## config.mk

```make
export PLATFORM = sky130hd
export DESIGN_NAME = fat_directory_entry_matcher
export DESIGN_NICKNAME = d
export VERILOG_FILES = /design/src/rtl/core/fdem_pkg.sv /design/src/rtl/core/fdem_cfg.sv /design/src/rtl/core/fdem_name_cmp.sv /design/src/rtl/core/fdem_div.sv /design/src/rtl/core/fat_directory_entry_matcher.sv
export SDC_FILE = /design/constraint.sdc
export NUM_CORES = 1
export LEC_CHECK = 0
export BUFFER_PORTS_ARGS = -buffer_cell sky130_fd_sc_hd__clkbuf_2
export CORE_MARGIN = 10
export CORE_UTILIZATION = 35
export CTS_CLUSTER_SIZE = 10
export DETAILED_ROUTE_END_ITERATION = 8
export SLEW_MARGIN = 40
export SYNTH_ARGS = -nofsm -noshare
export SYNTH_HDL_FRONTEND = slang
export SYNTH_SLANG_ARGS = --single-unit
```

## constraint.sdc

```tcl
create_clock -name clk -period 6.1 [get_ports clk]
set_input_delay 0.305 -clock clk [delete_from_list [all_inputs] [get_ports clk]]
set_output_delay 0.305 -clock clk [all_outputs]
set_load 0.02 [all_outputs]
```

## src/rtl/core/fdem_pkg.sv

```systemverilog
package fdem_pkg;

  localparam int unsigned MAX_NAME_BYTES = 12;
  localparam int unsigned CFG_ADDR_W     = 5;

  localparam logic [7:0] END_MARK     = 8'h00;
  localparam logic [7:0] DELETED_MARK = 8'hE5;
  localparam logic [7:0] SPACE_CHAR   = 8'h20;
  localparam logic [7:0] DOT_CHAR     = 8'h2E;

  localparam logic [2:0] STAT_NOMATCH       = 3'd0;
  localparam logic [2:0] STAT_DELETED       = 3'd1;
  localparam logic [2:0] STAT_END           = 3'd2;
  localparam logic [2:0] STAT_MATCH         = 3'd3;
  localparam logic [2:0] STAT_IGNORED       = 3'd4;
  localparam logic [2:0] STAT_UNMATCHED_END = 3'd5;

  localparam logic [1:0] REG_TARGET_LOW    = 2'd0;
  localparam logic [1:0] REG_TARGET_HIGH   = 2'd1;
  localparam logic [1:0] REG_TARGET_LENGTH = 2'd2;
  localparam logic [1:0] REG_CLUSTER_BYTES = 2'd3;

  localparam logic [16:0] CLUSTER_BYTES_RESET = 17'd2048;

  typedef struct packed {
    logic [63:0] target_low;
    logic [31:0] target_high;
    logic [3:0]  target_length;
    logic [16:0] cluster_bytes;
  } cfg_regs_t;

  typedef struct packed {
    logic busy;
    logic match;
  } cmp_res_t;

  typedef struct packed {
    logic        busy;
    logic [31:0] quotient;
  } div_res_t;

  function automatic logic [7:0] upcase(input logic [7:0] c);
    logic [7:0] r;
    r = c;
    if (c >= 8'h61 && c <= 8'h7A) begin
      r = c - 8'h20;
    end
    return r;
  endfunction

endpackage

```

## src/rtl/core/fdem_cfg.sv

```systemverilog
module fdem_cfg
  import fdem_pkg::*;
(
  input  logic                  clk,
  input  logic                  rst_n,
  input  logic                  psel,
  input  logic                  penable,
  input  logic                  pwrite,
  input  logic [CFG_ADDR_W-1:0] paddr,
  input  logic [63:0]           pwdata,
  output logic [63:0]           prdata,
  output cfg_regs_t             regs
);

  cfg_regs_t  regs_r;
  logic       wr_en;
  logic [1:0] reg_idx;

  // Registers sit on 8-byte boundaries, so the index is the upper address bits.
  assign reg_idx = paddr[4:3];
  assign wr_en   = psel && penable && pwrite;

  always_ff @(posedge clk) begin
    if (!rst_n) begin
      regs_r.target_low    <= '0;
      regs_r.target_high   <= '0;
      regs_r.target_length <= '0;
      regs_r.cluster_bytes <= CLUSTER_BYTES_RESET;
    end else if (wr_en) begin
      unique case (reg_idx)
        REG_TARGET_LOW:    regs_r.target_low    <= pwdata;
        REG_TARGET_HIGH:   regs_r.target_high   <= pwdata[31:0];
        REG_TARGET_LENGTH: regs_r.target_length <= pwdata[3:0];
        REG_CLUSTER_BYTES: regs_r.cluster_bytes <= pwdata[16:0];
        default: ;
      endcase
    end
  end

  always_comb begin
    unique case (reg_idx)
      REG_TARGET_LOW:    prdata = regs_r.target_low;
      REG_TARGET_HIGH:   prdata = {32'd0, regs_r.target_high};
      REG_TARGET_LENGTH: prdata = {60'd0, regs_r.target_length};
      REG_CLUSTER_BYTES: prdata = {47'd0, regs_r.cluster_bytes};
      default:           prdata = '0;
    endcase
  end

  assign regs = regs_r;

endmodule

```

## src/rtl/core/fdem_name_cmp.sv

```systemverilog
module fdem_name_cmp
  import fdem_pkg::*;
(
  input  logic        clk,
  input  logic        rst_n,
  input  logic        start,
  input  logic [63:0] name_bytes,
  input  logic [23:0] ext_bytes,
  input  cfg_regs_t   regs,
  output cmp_res_t    res
);

  logic [63:0] name_sr_r;
  logic [23:0] ext_sr_r;
  logic [95:0] tgt_sr_r;
  logic [3:0]  idx_r;
  logic [3:0]  nlen_r;
  logic [3:0]  len_r;
  logic        busy_r;
  logic        match_r;

  logic [3:0]  nlen;
  logic [1:0]  elen;
  logic [3:0]  len;
  logic [7:0]  cur_byte;
  logic [7:0]  tgt_byte;

  // Trimmed lengths: the last non-space byte sets each length.
  always_comb begin
    nlen = '0;
    elen = '0;
    for (int i = 0; i < 8; i++) begin
      if (name_bytes[8*i +: 8] != SPACE_CHAR) begin
        nlen = 4'(i + 1);
      end
    end
    for (int j = 0; j < 3; j++) begin
      if (ext_bytes[8*j +: 8] != SPACE_CHAR) begin
        elen = 2'(j + 1);
      end
    end
    if (nlen == 4'd0) begin
      len = 4'd0;
    end else if (elen == 2'd0) begin
      len = nlen;
    end else begin
      len = nlen + {2'd0, elen} + 4'd1;
    end
  end

  // One byte of the dotted name per cycle: name bytes, then the dot, then extension bytes.
  always_comb begin
    if (idx_r < nlen_r) begin
      cur_byte = name_sr_r[7:0];
    end else if (idx_r == nlen_r) begin
      cur_byte = DOT_CHAR;
    end else begin
      cur_byte = ext_sr_r[7:0];
    end
    tgt_byte = upcase(tgt_sr_r[7:0]);
  end

  always_ff @(posedge clk) begin
    if (!rst_n) begin
      busy_r  <= 1'b0;
      match_r <= 1'b0;
    end else if (start) begin
      busy_r  <= (len == regs.target_length) && (len != 4'd0);
      match_r <= (len == regs.target_length);
    end else if (busy_r) begin
      if (cur_byte != tgt_byte) begin
        busy_r  <= 1'b0;
        match_r <= 1'b0;
      end else if (idx_r + 4'd1 == len_r) begin
        busy_r <= 1'b0;
      end
    end
  end

  always_ff @(posedge clk) begin
    if (start) begin
      name_sr_r <= name_bytes;
      ext_sr_r  <= ext_bytes;
      tgt_sr_r  <= {regs.target_high, regs.target_low};
      idx_r     <= '0;
      nlen_r    <= nlen;
      len_r     <= len;
    end else if (busy_r) begin
      if (idx_r < nlen_r) begin
        name_sr_r <= {8'd0, name_sr_r[63:8]};
      end else if (idx_r != nlen_r) begin
        ext_sr_r <= {8'd0, ext_sr_r[23:8]};
      end
      tgt_sr_r <= {8'd0, tgt_sr_r[95:8]};
      idx_r    <= idx_r + 4'd1;
    end
  end

  assign res.busy  = busy_r;
  assign res.match = match_r;

endmodule

```

## src/rtl/core/fdem_div.sv

```systemverilog
module fdem_div
  import fdem_pkg::*;
(
  input  logic        clk,
  input  logic        rst_n,
  input  logic        start,
  input  logic [31:0] dividend,
  input  logic [16:0] divisor,
  output div_res_t    res
);

  logic [31:0] q_sr_r;
  logic [16:0] rem_r;
  logic [16:0] dv_r;
  logic [4:0]  cnt_r;
  logic        busy_r;

  logic [17:0] shifted;
  logic [17:0] trial;

  // Restoring division, one quotient bit per cycle. The dividend shifts out
  // of the top of q_sr_r while quotient bits shift in at the bottom.
  assign shifted = {rem_r, q_sr_r[31]};
  assign trial   = shifted - {1'b0, dv_r};

  always_ff @(posedge clk) begin
    if (!rst_n) begin
      busy_r <= 1'b0;
    end else if (start) begin
      busy_r <= 1'b1;
    end else if (busy_r && cnt_r == 5'd31) begin
      busy_r <= 1'b0;
    end
  end

  always_ff @(posedge clk) begin
    if (start) begin
      q_sr_r <= dividend;
      rem_r  <= '0;
      dv_r   <= (divisor == 17'd0) ? 17'd1 : divisor;
      cnt_r  <= '0;
    end else if (busy_r) begin
      if (!trial[17]) begin
        rem_r  <= trial[16:0];
        q_sr_r <= {q_sr_r[30:0], 1'b1};
      end else begin
        rem_r  <= shifted[16:0];
        q_sr_r <= {q_sr_r[30:0], 1'b0};
      end
      cnt_r <= cnt_r + 5'd1;
    end
  end

  assign res.busy     = busy_r;
  assign res.quotient = q_sr_r;

endmodule

```

## src/rtl/core/fat_directory_entry_matcher.sv

```systemverilog
// FAT 8.3 directory entry matcher.
// Input channel (in_*): one directory entry per transaction, accepted when in_valid is
// high and in_stall is low. Result channel (out_*): exactly one result per entry,
// taken when out_valid is high and out_stall is low. The APB port holds the target
// name, its length and the cluster size; write it only while the block is idle.
// Entries that need no name compare (ignored, end marker, deleted) go straight from
// acceptance to the finish state, with their status registered in res_status_r.
// Other entries go through a byte-serial compare of up to 12 bytes; a match also
// waits for the bit-serial divider that runs alongside it before its result is
// registered. One entry is in flight at a time; in_stall is low only between
// entries, so the next entry is accepted only after the result of the last one
// has been loaded into the output register.
// A finished result waits in the output register while out_stall is high; the
// next entry is still accepted and processed, and its result waits until the
// output register frees.
// Reset clears the scan-stopped flag, the handshake state and the configuration
// registers (cluster size returns to 2048).
module fat_directory_entry_matcher
  import fdem_pkg::*;
(
  input  logic                  clk,
  input  logic                  rst_n,
  input  logic                  in_valid,
  output logic                  in_stall,
  input  logic                  in_first_in_scan,
  input  logic                  in_last_in_scan,
  input  logic [63:0]           in_name_bytes,
  input  logic [23:0]           in_ext_bytes,
  input  logic [7:0]            in_attrib_byte,
  input  logic [15:0]           in_start_cluster,
  input  logic [31:0]           in_size_bytes,
  output logic                  out_valid,
  input  logic                  out_stall,
  output logic [2:0]            out_status,
  output logic                  out_is_directory,
  output logic [31:0]           out_found_size,
  output logic [15:0]           out_found_cluster,
  output logic [7:0]            out_found_attrib,
  output logic [32:0]           out_chain_estimate,
  input  logic                  psel,
  input  logic                  penable,
  input  logic                  pwrite,
  input  logic [CFG_ADDR_W-1:0] paddr,
  input  logic [63:0]           pwdata,
  output logic [63:0]           prdata,
  output logic                  pready
);

  localparam logic [1:0] S_IDLE   = 2'd0;
  localparam logic [1:0] S_WORK   = 2'd1;
  localparam logic [1:0] S_FINISH = 2'd2;

  cfg_regs_t regs;
  cmp_res_t  cmp_res;
  div_res_t  div_res;

  logic [1:0]  state_r, state_nxt;
  logic        stopped_r, stopped_nxt;
  logic [2:0]  res_status_r, res_status_nxt;
  logic        res_match_r, res_match_nxt;
  logic [32:0] res_chain_r, res_chain_nxt;

  logic [7:0]  ent_attrib_r;
  logic [15:0] ent_cluster_r;
  logic [31:0] ent_size_r;
  logic        ent_last_r;

  logic        out_valid_r, out_valid_nxt;
  logic [2:0]  out_status_r;
  logic        out_is_dir_r;
  logic [31:0] out_size_r;
  logic [15:0] out_cluster_r;
  logic [7:0]  out_attrib_r;
  logic [32:0] out_chain_r;

  logic accept;
  logic start;
  logic load_out;

  fdem_cfg u_cfg (
    .clk     (clk),
    .rst_n   (rst_n),
    .psel    (psel),
    .penable (penable),
    .pwrite  (pwrite),
    .paddr   (paddr),
    .pwdata  (pwdata),
    .prdata  (prdata),
    .regs    (regs)
  );

  fdem_name_cmp u_cmp (
    .clk        (clk),
    .rst_n      (rst_n),
    .start      (start),
    .name_bytes (in_name_bytes),
    .ext_bytes  (in_ext_bytes),
    .regs       (regs),
    .res        (cmp_res)
  );

  fdem_div u_div (
    .clk      (clk),
    .rst_n    (rst_n),
    .start    (start),
    .dividend (in_size_bytes),
    .divisor  (regs.cluster_bytes),
    .res      (div_res)
  );

  assign pready   = 1'b1;
  assign in_stall = (state_r != S_IDLE);
  assign accept   = in_valid && !in_stall;

  always_comb begin
    state_nxt      = state_r;
    stopped_nxt    = stopped_r;
    res_status_nxt = res_status_r;
    res_match_nxt  = res_match_r;
    res_chain_nxt  = res_chain_r;
    start          = 1'b0;
    load_out       = 1'b0;
    unique case (state_r)
      S_IDLE: begin
        if (accept) begin
          res_match_nxt = 1'b0;
          state_nxt     = S_FINISH;
          priority if (stopped_r && !in_first_in_scan) begin
            res_status_nxt = STAT_IGNORED;
          end else if (in_name_bytes[7:0] == END_MARK) begin
            res_status_nxt = STAT_END;
            stopped_nxt    = 1'b1;
          end else if (in_name_bytes[7:0] == DELETED_MARK) begin
            res_status_nxt = in_last_in_scan ? STAT_UNMATCHED_END : STAT_DELETED;
            stopped_nxt    = in_last_in_scan;
          end else begin
            start       = 1'b1;
            stopped_nxt = 1'b0;
            state_nxt   = S_WORK;
          end
        end
      end
      S_WORK: begin
        if (!cmp_res.busy) begin
          if (cmp_res.match) begin
            if (!div_res.busy) begin
              res_status_nxt = STAT_MATCH;
              res_match_nxt  = 1'b1;
              res_chain_nxt  = {1'b0, div_res.quotient} + 33'd1;
              stopped_nxt    = 1'b1;
              state_nxt      = S_FINISH;
            end
          end else begin
            res_status_nxt = ent_last_r ? STAT_UNMATCHED_END : STAT_NOMATCH;
            stopped_nxt    = ent_last_r;
            state_nxt      = S_FINISH;
          end
        end
      end
      S_FINISH: begin
        if (!out_valid_r || !out_stall) begin
          load_out  = 1'b1;
          state_nxt = S_IDLE;
        end
      end
      default: state_nxt = S_IDLE;
    endcase
  end

  assign out_valid_nxt = load_out || (out_valid_r && out_stall);

  always_ff @(posedge clk) begin
    if (!rst_n) begin
      state_r     <= S_IDLE;
      stopped_r   <= 1'b0;
      out_valid_r <= 1'b0;
    end else begin
      state_r     <= state_nxt;
      stopped_r   <= stopped_nxt;
      out_valid_r <= out_valid_nxt;
    end
  end

  always_ff @(posedge clk) begin
    res_status_r <= res_status_nxt;
    res_match_r  <= res_match_nxt;
    res_chain_r  <= res_chain_nxt;
    if (accept) begin
      ent_attrib_r  <= in_attrib_byte;
      ent_cluster_r <= in_start_cluster;
      ent_size_r    <= in_size_bytes;
      ent_last_r    <= in_last_in_scan;
    end
    // Fields other than the status read as zero unless the entry matched.
    if (load_out) begin
      out_status_r  <= res_status_r;
      out_is_dir_r  <= res_match_r && ent_attrib_r[4];
      out_size_r    <= res_match_r ? ent_size_r : 32'd0;
      out_cluster_r <= res_match_r ? ent_cluster_r : 16'd0;
      out_attrib_r  <= res_match_r ? ent_attrib_r : 8'd0;
      out_chain_r   <= res_match_r ? res_chain_r : 33'd0;
    end
  end

  assign out_valid          = out_valid_r;
  assign out_status         = out_status_r;
  assign out_is_directory   = out_is_dir_r;
  assign out_found_size     = out_size_r;
  assign out_found_cluster  = out_cluster_r;
  assign out_found_attrib   = out_attrib_r;
  assign out_chain_estimate = out_chain_r;

endmodule

```

==> impl_metrics.ini <==
[clocking]
clkSinkCount = 578
clockBufferDepth = 3
clkLatencyLatePin_ps = 620
cts_resized = 0
cts_made_buffers = 71
cts_tree = yes
ctsHoldBuffers = 184
clkTransAtPathRegs_ps = 50
post-cts-setup-buffers = 0
root_buffer = clkbuf_16
htreeDepth = 3

[yosys]
synth_flop_cell = edfxtp_1
post_synth_inst_count = 2384
synthXorXnorAreaFrac = 0.0236
synthesis.nets = 2636
synthSimpleGateAreaFrac = 0.211
yosys_warnings = 0
synth_edf_count = 428
syn_area_um2 = 25200
seq_area_frac_synth = 0.628
synth.avg_cell_area_um2 = 10.6
synth.mux.area_fraction = 0.0250
post_synth_fa_ha_maj_area_fraction = 0.0155
yosysUniqueCellTypes = 70
synth_top_family_by_area = simple AND/OR/NAND/NOR gates
synthArstFlopShare = 0
ys_seq_elements = 578
synth_compound_area_frac = 0.0689

[status]
status = complete, no violations

[min_path]
hold_class = in2reg

[drt]
postRouteAntennaNets = 0
totalWireLength_um = 66800
drt_iter0_drc = 1087
wl_per_cell_um = 17.1
drc_errors = 0
vias_per_cell = 4.75
drtPass1Iterations = 5
vias = 18500

[setup_path]
criticalPathCategory = reg2reg
cpMaxStageDelayCell = inv_12
worstSetupEndpointType = flip-flop
crit_chain = or2_2, a211oi_4, buf_4, nand2_4, inv_12, nor2_1, inv_6, buf_4
cp_common_cell = buf_4
cp-start-kind = flip-flop
crit_fanout = 169
worstPathRequired_ps = 6400
arrival_ps = 4370
critPathMaxStageDelay_ps = 530

[layout]
syn2layout_area_growth_pct = 26.9
nets = 3155
drive_gt1_frac = 0.176
fillers = 6589
final_cell_mix = nand2_1 (864), edfxtp_1 (428), clkbuf_2 (375), dlygate4sd3_1 (184), dfxtp_1 (150)
final_common_cell = nand2_1
multiInputGateArea_um2 = 8760
ff_latch_area_um2 = 15900

[power_and_ir_drop]
p_per_area_nw_per_um2 = 311
leakagePower_uw = 0.0130
max-vdd-ir-drop_mv = 0.190

[placed_design]
io_buffers = 377
dp_hpwl_um = 45500
gp_congestion = 0.855

[global_routing]
grt_max_degree = 170
grt_first_pass_wirelength_um = 104000
overflow = 0
antenna_found_initial = 4
grt_pass1_vias = 19200
grt_use_total = 0.155

[floorplanning]
die_h_um = 289
initial_core_util = 0.353
die_w_um = 289
ios = 382
coreArea_um2 = 71500
dieArea_um2 = 83300
std_cell_rows = 98

[timing]
worst_slew_pin_slew_ps = 942
relSlewSlack = 0.372
fin_crit_ps = 4080
whs_ps = 29.8
maxSlewViolCount = 0
rsz0062_at_grt = no
finalSetupTns_ps = 0
fmaxAchievable_mhz = 245
fin_worst_skew_ps = 27.4
period_share = 0.668
setup_viol = 0
hold_viol = 0

[flow_run]
cap_violations = 0
## flip-flops by register name (all words and copies together), names as in the netlist, 8 cells and up
name / count
out_found_attrib: 8
ent_attrib_r: 8
ent_cluster_r: 16
out_chain_estimate: 33
u_cmp.name_sr_r: 64
res_chain_r: 33
u_cmp.ext_sr_r: 24
u_cfg.regs: 117
u_div.dv_r: 17
out_found_cluster: 16
u_div.rem_r: 17
u_cmp.tgt_sr_r: 96
u_div.q_sr_r: 32
out_found_size: 32
ent_size_r: 32
## worst max-delay path: cells and delay by family (launching register included)
kind | cells | cell delay, ps
buf+inv | 4 | 1760
simple gates | 3 | 1070
flops | 1 | 350
compound gates | 1 | 210
## synth_stat cells, types with 3 or more instances
| cell | n | area, µm² |
|---|---|---|
| nand2_1 | 866 | 3250 |
| edfxtp_1 | 428 | 12900 |
| dfxtp_1 | 150 | 3000 |
| and2_1 | 125 | 782 |
| a21boi_0 | 118 | 886 |
| clkbuf_1 | 112 | 420 |
| nor2_1 | 65 | 244 |
| mux2i_1 | 54 | 541 |
| o21ai_0 | 49 | 245 |
| xnor2_1 | 46 | 403 |
| inv_1 | 43 | 161 |
| and3_1 | 38 | 238 |
| a21oi_1 | 33 | 165 |
| ha_1 | 28 | 350 |
| nand3_1 | 27 | 135 |
| xor2_1 | 19 | 166 |
| nor4_1 | 18 | 113 |
| nand4_1 | 13 | 81.3 |
| buf_2 | 12 | 60.1 |
| nor2b_1 | 12 | 75.1 |
| buf_1 | 11 | 41.3 |
| nand2b_1 | 11 | 68.8 |
| nor3_1 | 11 | 55.1 |
| nor4b_1 | 10 | 87.6 |
| o211ai_1 | 6 | 45.0 |
| a31oi_1 | 5 | 31.3 |
| mux4_2 | 4 | 90.1 |
| o21a_1 | 4 | 30.0 |
| o31ai_1 | 4 | 30.0 |
| or2_2 | 4 | 25.0 |
| or3_1 | 4 | 25.0 |
| nand3b_1 | 3 | 22.5 |
| nor3b_1 | 3 | 22.5 |
| o211a_1 | 3 | 30.0 |
| or4_1 | 3 | 22.5 |
## final timing paths
check | from | endpoint | slack [ps] | cells after the start
setup / recovery | state_r[1] | u_cmp.tgt_sr_r[87] | 2020 | 8
hold / removal | in_ext_bytes[5] | u_cmp.ext_sr_r[5] | 30 | 3
setup reg to reg | state_r[1] | u_cmp.tgt_sr_r[87] | 2020 | 8
hold reg to reg | res_status_r[1] | out_status[1] | 420 | 0
## metrics by stage
stage                     setup slack [ps]  utilization  instance area, µm²  std cells  power (µW)
after floorplan                        510            -               25200       2384        5710
after global placement                1680        0.392               28000       3595        6060
after detailed placement              1790        0.392               28000       3595        6100
after CTS                             1850        0.448               32000       3900       10100
after global routing                  1700        0.448               32000       3904       10400
final                                 2020        0.448               32000       3905        9980
## area by class of cell
cell class / instances / share of cell area
Multi-Input combinational cell: 1626 / 0.273
Sequential cell: 578 / 0.495
Clock inverter: 17 / 0.00683
Timing Repair Buffer: 583 / 0.122
Antenna cell: 4 / 0.000312
Inverter: 43 / 0.00558
Tap cell: 950 / 0.0371
Clock buffer: 104 / 0.0596
## per-layer routing
layer	share of wire	vias up	wire length [µm]	GRT usage
met4	0.028	2	1870	0.0531
met3	0.062	132	4150	0.0386
li1	-	9135	-	-
met1	0.41	8749	27400	0.181
met5	0.00019	-	13	0
met2	0.50	526	33300	0.275
## cells by family after synthesis
family                     count (synthesis)
AOI/OAI and AO/OA                        250
xor gates and xnor gates                  66
adders and majority gates                 30
buffers and inverters                    180
DFF                                      578
muxes                                     58
other                                      1
and+or+nand+nor                         1221
## power by group
part           switching [µW]  total [µW]  internal (µW)
clock                    1630        3870           2240
combinational             791        1350            555
sequential                158        4770           4610
No activity file was read; power rests on OpenSTA's default activity.
